===== src/rtl/sle_pkg.sv =====
// Shared types, codes and command tables for the serial line editor.
// Has no dependencies; every other file in rtl imports it.
`timescale 1ns / 1ps

package sle_pkg;

  // Longest edit line in characters.
  localparam int LINE_CAPACITY = 63;
  localparam int LEN_W = $clog2(LINE_CAPACITY + 1);

  // Only the first characters of the line can ever match a command, so only those are kept.
  localparam int PREFIX_LEN = 7;
  localparam int PREFIX_IDX_W = $clog2(PREFIX_LEN);

  localparam int CMD_COUNT = 5;
  localparam int MAX_RESULTS = 3;

  localparam logic [7:0] LED_LEVEL_RESET = 8'd64;

  localparam logic [7:0] CHAR_BS    = 8'h08;
  localparam logic [7:0] CHAR_LF    = 8'h0A;
  localparam logic [7:0] CHAR_CR    = 8'h0D;
  localparam logic [7:0] CHAR_SPACE = 8'h20;
  localparam logic [7:0] CHAR_TILDE = 8'h7E;
  localparam logic [7:0] CHAR_DEL   = 8'h7F;

  localparam logic CMD_RX_BYTE = 1'b0;
  localparam logic CMD_FLUSH   = 1'b1;

  typedef enum logic [1:0] {
    KIND_ECHO     = 2'd0,
    KIND_LED      = 2'd1,
    KIND_TOO_LONG = 2'd2,
    KIND_UNKNOWN  = 2'd3
  } kind_e;

  typedef struct packed {
    kind_e      kind;
    logic [7:0] echo_byte;
    logic [7:0] red;
    logic [7:0] green;
    logic [7:0] blue;
  } result_t;

  // All the results caused by one request; cnt of zero means none.
  typedef struct packed {
    logic [1:0]                   cnt;
    result_t [MAX_RESULTS-1:0]    res;
  } bundle_t;

  localparam result_t RESULT_NONE = '{
    kind: KIND_ECHO, echo_byte: 8'h00, red: 8'h00, green: 8'h00, blue: 8'h00
  };

  // Command names, in match order: LED_ON, LED_OFF, RED, GREEN, BLUE.
  localparam logic [7:0] CMD_TEXT [CMD_COUNT][PREFIX_LEN] = '{
    '{8'h4C, 8'h45, 8'h44, 8'h5F, 8'h4F, 8'h4E, 8'h00},
    '{8'h4C, 8'h45, 8'h44, 8'h5F, 8'h4F, 8'h46, 8'h46},
    '{8'h52, 8'h45, 8'h44, 8'h00, 8'h00, 8'h00, 8'h00},
    '{8'h47, 8'h52, 8'h45, 8'h45, 8'h4E, 8'h00, 8'h00},
    '{8'h42, 8'h4C, 8'h55, 8'h45, 8'h00, 8'h00, 8'h00}
  };

  localparam logic [2:0] CMD_LEN [CMD_COUNT] = '{3'd6, 3'd7, 3'd3, 3'd5, 3'd4};

  // Lit channels per command as {red, green, blue}.
  localparam logic [2:0] CMD_RGB [CMD_COUNT] = '{3'b111, 3'b000, 3'b100, 3'b010, 3'b001};

endpackage


===== src/rtl/sle_edit.sv =====
// Edit line state and the decode of one request into its bundle of results.
// Depends on sle_pkg.
`timescale 1ns / 1ps

module sle_edit
  import sle_pkg::*;
(
  input  logic       clk_i,
  input  logic       rst_ni,
  input  logic       req_valid_i,
  input  logic       advance_i,
  input  logic       command_i,
  input  logic [7:0] rx_byte_i,
  input  logic [7:0] led_level_i,
  output bundle_t    bundle_o
);

  logic [LEN_W-1:0] len_q, len_d;
  logic             too_long_q, too_long_d;
  logic [7:0]       chars_q [PREFIX_LEN];
  logic             store;

  logic             is_eol, is_erase, is_print;
  logic             hit;
  logic [2:0]       hit_rgb;
  logic [CMD_COUNT-1:0] cmd_hit;

  assign is_eol   = (rx_byte_i == CHAR_CR) || (rx_byte_i == CHAR_LF);
  assign is_erase = (rx_byte_i == CHAR_BS) || (rx_byte_i == CHAR_DEL);
  assign is_print = (rx_byte_i >= CHAR_SPACE) && (rx_byte_i <= CHAR_TILDE);

  // Each command is compared in parallel; the names have distinct lengths.
  always_comb begin
    for (int i = 0; i < CMD_COUNT; i++) begin
      cmd_hit[i] = (len_q == LEN_W'(CMD_LEN[i]));
      for (int j = 0; j < PREFIX_LEN; j++) begin
        if ((j < int'(CMD_LEN[i])) && (chars_q[j] != CMD_TEXT[i][j])) begin
          cmd_hit[i] = 1'b0;
        end
      end
    end
    hit     = 1'b0;
    hit_rgb = 3'b000;
    for (int i = CMD_COUNT - 1; i >= 0; i--) begin
      if (cmd_hit[i]) begin
        hit     = 1'b1;
        hit_rgb = CMD_RGB[i];
      end
    end
  end

  always_comb begin
    bundle_o   = '{cnt: 2'd0, res: {MAX_RESULTS{RESULT_NONE}}};
    len_d      = len_q;
    too_long_d = too_long_q;
    store      = 1'b0;
    if (command_i == CMD_FLUSH) begin
      len_d      = '0;
      too_long_d = 1'b0;
    end else if (is_eol) begin
      bundle_o.cnt              = 2'd2;
      bundle_o.res[0].echo_byte = CHAR_CR;
      bundle_o.res[1].echo_byte = CHAR_LF;
      if (too_long_q) begin
        bundle_o.cnt         = 2'd3;
        bundle_o.res[2].kind = KIND_TOO_LONG;
      end else if (len_q != '0) begin
        bundle_o.cnt = 2'd3;
        if (hit) begin
          bundle_o.res[2].kind  = KIND_LED;
          bundle_o.res[2].red   = hit_rgb[2] ? led_level_i : 8'h00;
          bundle_o.res[2].green = hit_rgb[1] ? led_level_i : 8'h00;
          bundle_o.res[2].blue  = hit_rgb[0] ? led_level_i : 8'h00;
        end else begin
          bundle_o.res[2].kind = KIND_UNKNOWN;
        end
      end
      len_d      = '0;
      too_long_d = 1'b0;
    end else if (is_erase) begin
      if (len_q != '0) begin
        len_d                     = len_q - LEN_W'(1);
        bundle_o.cnt              = 2'd3;
        bundle_o.res[0].echo_byte = CHAR_BS;
        bundle_o.res[1].echo_byte = CHAR_SPACE;
        bundle_o.res[2].echo_byte = CHAR_BS;
      end
    end else if (is_print) begin
      if (len_q < LEN_W'(LINE_CAPACITY)) begin
        len_d                     = len_q + LEN_W'(1);
        store                     = 1'b1;
        bundle_o.cnt              = 2'd1;
        bundle_o.res[0].echo_byte = rx_byte_i;
      end else begin
        too_long_d = 1'b1;
      end
    end
    if (!req_valid_i) begin
      bundle_o.cnt = 2'd0;
    end
  end

  always_ff @(posedge clk_i or negedge rst_ni) begin
    if (!rst_ni) begin
      len_q      <= '0;
      too_long_q <= 1'b0;
    end else if (advance_i) begin
      len_q      <= len_d;
      too_long_q <= too_long_d;
    end
  end

  // Characters past the prefix can never be part of a match and are not kept.
  always_ff @(posedge clk_i) begin
    if (advance_i && store && (len_q < LEN_W'(PREFIX_LEN))) begin
      chars_q[len_q[PREFIX_IDX_W-1:0]] <= rx_byte_i;
    end
  end

endmodule


===== src/rtl/sle_out.sv =====
// Result buffer: holds one bundle and hands its results out one at a time.
// Depends on sle_pkg.
`timescale 1ns / 1ps

module sle_out
  import sle_pkg::*;
(
  input  logic       clk_i,
  input  logic       rst_ni,
  input  logic       load_i,
  input  bundle_t    bundle_i,
  output logic       free_o,
  output logic       out_valid_o,
  input  logic       out_stall_i,
  output logic [1:0] kind_o,
  output logic [7:0] echo_byte_o,
  output logic [7:0] red_o,
  output logic [7:0] green_o,
  output logic [7:0] blue_o,
  output logic       last_o
);

  logic       valid_q;
  logic [1:0] idx_q;
  bundle_t    bundle_q;
  result_t    cur;
  logic       take;

  assign cur         = bundle_q.res[idx_q];
  assign last_o      = (idx_q == (bundle_q.cnt - 2'd1));
  assign take        = valid_q && !out_stall_i;
  assign free_o      = !valid_q || (take && last_o);
  assign out_valid_o = valid_q;
  assign kind_o      = cur.kind;
  assign echo_byte_o = cur.echo_byte;
  assign red_o       = cur.red;
  assign green_o     = cur.green;
  assign blue_o      = cur.blue;

  always_ff @(posedge clk_i or negedge rst_ni) begin
    if (!rst_ni) begin
      valid_q <= 1'b0;
      idx_q   <= 2'd0;
    end else if (load_i) begin
      valid_q <= 1'b1;
      idx_q   <= 2'd0;
    end else if (take) begin
      if (last_o) begin
        valid_q <= 1'b0;
      end else begin
        idx_q <= idx_q + 2'd1;
      end
    end
  end

  always_ff @(posedge clk_i) begin
    if (load_i) begin
      bundle_q <= bundle_i;
    end
  end

endmodule


===== src/rtl/serial_line_editor_command_match_unit.sv =====
// Serial line editor with command match: top level with input register and level register.
// A request's first result is offered once the result buffer has taken its bundle.
// Throughput: one request per cycle while each has at most one result and the output is
// not stalled; an erase holds the output for three results, a line end for two or three.
// Reset empties both stages, clears the line and the overflow mark and sets the level to 64.
// Depends on sle_pkg, sle_edit and sle_out.
`timescale 1ns / 1ps

module serial_line_editor_command_match_unit
  import sle_pkg::*;
(
  input  logic       clk_i,
  input  logic       rst_ni,
  input  logic       cfg_we_i,
  input  logic [7:0] cfg_wdata_i,
  input  logic       in_valid_i,
  output logic       in_stall_o,
  input  logic       command_i,
  input  logic [7:0] rx_byte_i,
  output logic       out_valid_o,
  input  logic       out_stall_i,
  output logic [1:0] kind_o,
  output logic [7:0] echo_byte_o,
  output logic [7:0] red_o,
  output logic [7:0] green_o,
  output logic [7:0] blue_o,
  output logic       last_o
);

  // The drive level register, written directly from the configuration port.
  logic [7:0] led_level_q;

  // Input register: one request waits here while its results are worked out.
  logic       req_valid_q;
  logic       command_q;
  logic [7:0] rx_byte_q;

  bundle_t    bundle;
  logic       buf_free;
  logic       advance;
  logic       load;

  always_ff @(posedge clk_i or negedge rst_ni) begin
    if (!rst_ni) begin
      led_level_q <= LED_LEVEL_RESET;
    end else if (cfg_we_i) begin
      led_level_q <= cfg_wdata_i;
    end
  end

  // A request with no results retires at once, even while the buffer is still draining,
  // since it only changes the line state and adds nothing to the output order.
  // A request with results retires when the buffer takes its bundle, which may be in the
  // same cycle as the previous bundle's last result leaves.
  assign advance    = req_valid_q && ((bundle.cnt == 2'd0) || buf_free);
  assign load       = advance && (bundle.cnt != 2'd0);
  assign in_stall_o = req_valid_q && !advance;

  always_ff @(posedge clk_i or negedge rst_ni) begin
    if (!rst_ni) begin
      req_valid_q <= 1'b0;
    end else if (!in_stall_o) begin
      req_valid_q <= in_valid_i;
    end
  end

  always_ff @(posedge clk_i) begin
    if (in_valid_i && !in_stall_o) begin
      command_q <= command_i;
      rx_byte_q <= rx_byte_i;
    end
  end

  // Line state and decode; the state moves on only when the request retires.
  sle_edit u_edit (
    .clk_i       (clk_i),
    .rst_ni      (rst_ni),
    .req_valid_i (req_valid_q),
    .advance_i   (advance),
    .command_i   (command_q),
    .rx_byte_i   (rx_byte_q),
    .led_level_i (led_level_q),
    .bundle_o    (bundle)
  );

  // Result buffer, which parts the decode from the output handshake.
  sle_out u_out (
    .clk_i       (clk_i),
    .rst_ni      (rst_ni),
    .load_i      (load),
    .bundle_i    (bundle),
    .free_o      (buf_free),
    .out_valid_o (out_valid_o),
    .out_stall_i (out_stall_i),
    .kind_o      (kind_o),
    .echo_byte_o (echo_byte_o),
    .red_o       (red_o),
    .green_o     (green_o),
    .blue_o      (blue_o),
    .last_o      (last_o)
  );

endmodule

===== config.mk =====
export PLATFORM = sky130hd
export DESIGN_NAME = serial_line_editor_command_match_unit
export DESIGN_NICKNAME = d
export VERILOG_FILES = /design/src/rtl/sle_pkg.sv /design/src/rtl/sle_edit.sv /design/src/rtl/sle_out.sv /design/src/rtl/serial_line_editor_command_match_unit.sv
export SDC_FILE = /design/constraint.sdc
export NUM_CORES = 1
export LEC_CHECK = 0
export BUFFER_PORTS_ARGS = -buffer_cell sky130_fd_sc_hd__buf_2
export CAP_MARGIN = 20
export CORE_MARGIN = 2
export CORE_UTILIZATION = 50
export CTS_CLUSTER_DIAMETER = 100
export DETAILED_ROUTE_END_ITERATION = 10
export PLACE_DENSITY = 0.74
export SLEW_MARGIN = 15
export SYNTH_ARGS = -nofsm -noshare
export SYNTH_HDL_FRONTEND = slang
export SYNTH_SLANG_ARGS = --single-unit

===== constraint.sdc =====
create_clock -name clk_i -period 9.3 [get_ports clk_i]
set_input_delay 0 -clock clk_i [delete_from_list [all_inputs] [get_ports clk_i]]
set_output_delay 0 -clock clk_i [all_outputs]
set_load 0.1 [all_outputs]

==> results list <==
* Overall track demand over capacity in global routing: 0.207
- Achievable clock frequency: 294 MHz
- The HPWL after detailed placement is 7.18 mm.
- Sequential-to-total area share from yosys stat: 0.683
- Initial antenna violation count: 0
- Biggest area consumer among synthesized cells: sky130_fd_sc_hd__edfxtp_1
* Final Hold Viols: 0
- First-pass GRT wire length: 17.6 mm
* Total congestion overflow after global routing: 0
- The setup path with the least slack is of type reg -> reg.
- Number of H-tree levels: 4
- Of the total synthesized cell area, the portion taken by full adders, half adders and majority gates is 0.0134.
* Setup Viol. Count Final: 0
- Starting Density: 0.511
- The worst setup path is launched from a register.
- Dividing the detail-routed via count by the number of cells gives 5.59.
- Simple-gate area share of the yosys netlist: 0.195
* Largest net degree at the start of global routing: 39
- In the final layout, the share of cells above drive strength 1 is 0.233.
* Worst path required time: 9.44 ns
* Cell with the most instances after synthesis: sky130_fd_sc_hd__edfxtp_1
* Die Span Y: 106 microns
- VDD sags by at most 0.000226 V.
* Ys Warns: 0
- Number of global-route vias before repair: 3481
* Count of distinct cell types in the synthesized netlist: 54
- Non-filler instance count after layout: 622
* ANT nets after route: 0
- Across the routed clock network, the largest skew measured is 0.00801 ns.
- Number of storage elements in the synthesis netlist: 122
- Dividing the detail-routed wire length by the instance count gives 18.0 microns.
- In this run the worst path has a maximum fanout of 11.
- Summed over all cells, the static leakage comes to 2.58 nW.
* Startpoint of the most critical setup path: rx_byte_q[7]$_DFFE_PP_
- 59 I/O pins were placed.
- The clock period could shrink to 3.40 ns.
- Power spread over the standard cell area amounts to 310 nW/um^2.
- Measured along the x axis, the die boundary spans 106 microns.
* Top cell type's share of synthesized area: 0.592
* Clock Tree Buf Depth: 2
* Area of the die: 11300 sq um
- Number of CTS-inserted buffers: 17
- The compound-cell area share of the yosys netlist is 0.0503.
* Combinational family with the most area after synthesis: simple AND/OR/NAND/NOR gates
* Post-Synthesis Mean Instance Area: 14.0 sq um
- Clk Latency, worst-skew pair: 0.51 ns
- Detailed-route DRC error count: 0
* Via count of the routed design: 3475
* Clock tree from TritonCTS: yes
* Class of the tightest hold or removal check: in -> reg
- In the synthesized netlist the async set-or-reset flop fraction comes to 0.156.
- Clock-pin slew was measured on the worst setup and hold paths at 0.06 ns.
* Drt pass-1 iters: 5
* Startpoint of the most critical register-to-register path: rx_byte_q[7]$_DFFE_PP_
* Status: finished clean
- Share of the core filled with cells in the final layout: 0.646
- Kind of end point of the critical path: register
* RD Place Congestion: 0.900
- At the end of the flow, the number of nets in the layout was 500.
- From synthesis to final layout, the design area changed by 26.5%.
* Total of max-cap violations: 0
- Fin Setup TNS: 0 ns
- CTS root buf: sky130_fd_sc_hd__clkbuf_8
- Worst hold slack after final layout: 0.203 ns
- Of the total synthesized cell area, the portion taken by XOR and XNOR cells is 0.00503.
- The region available for standard cell placement spans 10200 sq um.
- Mux contribution to synthesized area: 0.0378
- Number of DRC violations after detailed-routing iteration 0: 287
- Count of mapped cells out of synthesis: 374
* Cell types with the largest area share after synthesis: sky130_fd_sc_hd__edfxtp_1 59%, sky130_fd_sc_hd__dfrtp_1 8.6%, sky130_fd_sc_hd__and2_1 4.0%
- In the finished design, the share of the clock period the worst path needs comes to 0.365.
- Once placement completed, the tool counted placed cells totaling 559.
- Inserted Diodes: 0
* Headroom to the max-slew limit: 0.304
- In this run the most critical hold path is launched from rx_byte_i[5].
- Unrepaired setup endpoints after global routing: no
- Synth cell count leaders: 103 x sky130_fd_sc_hd__edfxtp_1, 33 x sky130_fd_sc_hd__and2_1, 29 x sky130_fd_sc_hd__nor2_1, 28 x sky130_fd_sc_hd__and3_1, 18 x sky130_fd_sc_hd__dfrtp_1
* Number of pins with negative max-slew slack in the final report: 0
- The cell area that synthesis handed to floorplanning was 5230 sq um.
- Counting flops with a built-in enable in the synthesized netlist gives 103.
* Quantity of I/O buffers inserted on ports: 58
* Arrival time of data at the critical path endpoint: 3.53 ns
- The floorplan has 37 rows.
- At the pin with the least slew margin, the transition time is 1.04 ns.
- The clock drives 122 sinks.
* DRT Wirelength: 11.2 mm
- Flip-flop cell with the highest count after synthesis: sky130_fd_sc_hd__edfxtp_1
- Buffers added to address setup during post-CTS repair amount to 0.
* Synthesized net count: 401
[per-layer routing]
| metal | share of wire | vias up | GRT usage |
|---|---|---|---|
| met5 | 0 | - | 0 |
| met4 | 0.022 | 0 | 0.0799 |
| met3 | 0.056 | 26 | 0.0460 |
| met2 | 0.51 | 142 | 0.364 |
| met1 | 0.41 | 1697 | 0.249 |
| li1 | - | 1610 | - |
[sequential cells by signal, summed over array words and instances (netlist names)]
signal / flops
u_edit.chars_q: 56
u_out.bundle_q: 38
led_level_q: 8
rx_byte_q: 8
u_edit.len_q: 6
u_out.idx_q: 2
command_q: 1
req_valid_q: 1
u_edit.too_long_q: 1
u_out.out_valid_o: 1
[where the power goes]
part	switching [W]	total (W)	internal, W
Clock	0.000233	0.000696	0.000463
Combinational	0.000542	0.000665	0.000123
Sequential	0.0000536	0.000688	0.000634
[stage by stage]
step / setup slack (ns) / power (W) / cell area (sq um)
6_report: 5.90 / 0.00205 / 6610
5_1_grt: 5.71 / 0.00211 / 6610
4_1_cts: 5.95 / 0.00205 / 6590
3_5_place_dp: 5.94 / 0.00135 / 5650
3_3_place_gp: 6.12 / 0.00134 / 5650
2_1_floorplan: 5.64 / 0.00124 / 5230
[critical path, stage by stage (launching register included)]
cell,delay [ns]
sky130_fd_sc_hd__edfxtp_1,0.54
sky130_fd_sc_hd__nand2b_1,0.26
sky130_fd_sc_hd__nor3_1,0.44
sky130_fd_sc_hd__nor4_1,0.21
sky130_fd_sc_hd__o311ai_1,0.75
sky130_fd_sc_hd__nor2_1,0.18
sky130_fd_sc_hd__nor2b_1,0.65
[placed cells by master, fill, tap and decap left out, types with 2 or more instances in the layout]
master,n
sky130_fd_sc_hd__a211oi_1,2
sky130_fd_sc_hd__a21o_1,4
sky130_fd_sc_hd__a21oi_1,8
sky130_fd_sc_hd__a31oi_1,5
sky130_fd_sc_hd__and2_1,33
sky130_fd_sc_hd__and3_1,28
sky130_fd_sc_hd__buf_2,59
sky130_fd_sc_hd__bufinv_16,5
sky130_fd_sc_hd__clkbuf_16,16
sky130_fd_sc_hd__clkinv_4,2
sky130_fd_sc_hd__clkinvlp_4,6
sky130_fd_sc_hd__dfrtp_1,18
sky130_fd_sc_hd__dlygate4sd3_1,30
sky130_fd_sc_hd__edfxtp_1,103
sky130_fd_sc_hd__ha_1,4
sky130_fd_sc_hd__inv_1,10
sky130_fd_sc_hd__mux2_1,5
sky130_fd_sc_hd__mux2_2,9
sky130_fd_sc_hd__mux2i_1,4
sky130_fd_sc_hd__nand2_1,13
sky130_fd_sc_hd__nand2b_1,7
sky130_fd_sc_hd__nand3_1,3
sky130_fd_sc_hd__nand3b_1,2
sky130_fd_sc_hd__nand4_1,8
sky130_fd_sc_hd__nand4b_1,5
sky130_fd_sc_hd__nor2_1,28
sky130_fd_sc_hd__nor2b_1,2
sky130_fd_sc_hd__nor3_1,8
sky130_fd_sc_hd__nor3b_1,5
sky130_fd_sc_hd__nor4_1,4
sky130_fd_sc_hd__nor4b_1,3
sky130_fd_sc_hd__nor4bb_1,2
sky130_fd_sc_hd__o21ai_0,5
sky130_fd_sc_hd__o21bai_1,2
sky130_fd_sc_hd__or2_2,2
sky130_fd_sc_hd__or3_1,2
sky130_fd_sc_hd__or4_1,5
sky130_fd_sc_hd__xor2_1,2
[kinds of logic after synthesis]
family	after synthesis
muxes	18
xor gates and xnor gates	3
buffers and inverters	19
other	1
and+or+nand+nor	172
AOI/OAI and AO/OA	34
adders and majority gates	5
DFF	122
[cell type report]
class | count | area (sq um)
sequential | 122 | 3570
inverter | 10 | 37.5
tap | 136 | 170
multi-input combinational | 233 | 1600
timing repair buffer | 89 | 596
fill | 716 | 3620
clock buffer | 18 | 418
clock inverter | 14 | 221
[worst paths after layout]
check | cells past startpoint | slack [ns] | to
setup / recovery | 6 | 5.90 | rx_byte_q[3]$_DFFE_PP_
hold / removal | 2 | 0.20 | rx_byte_q[5]$_DFFE_PP_
setup reg to reg | 6 | 5.90 | rx_byte_q[3]$_DFFE_PP_
hold reg to reg | 1 | 0.60 | u_edit.len_q[4]$_DFFE_PN0P_
max in group asynchronous | 4 | 7.42 | led_level_q[2]$_DFFE_PN0P_
min in group asynchronous | 3 | 0.54 | led_level_q[6]$_DFFE_PN1P_
[what timing repair did]
action	4_1_cts	5_1_grt
hold endpoints to repair	40	0
gates resized for setup	0	0
hold buffers	30	0
No activity file was read; power rests on OpenSTA's default activity.
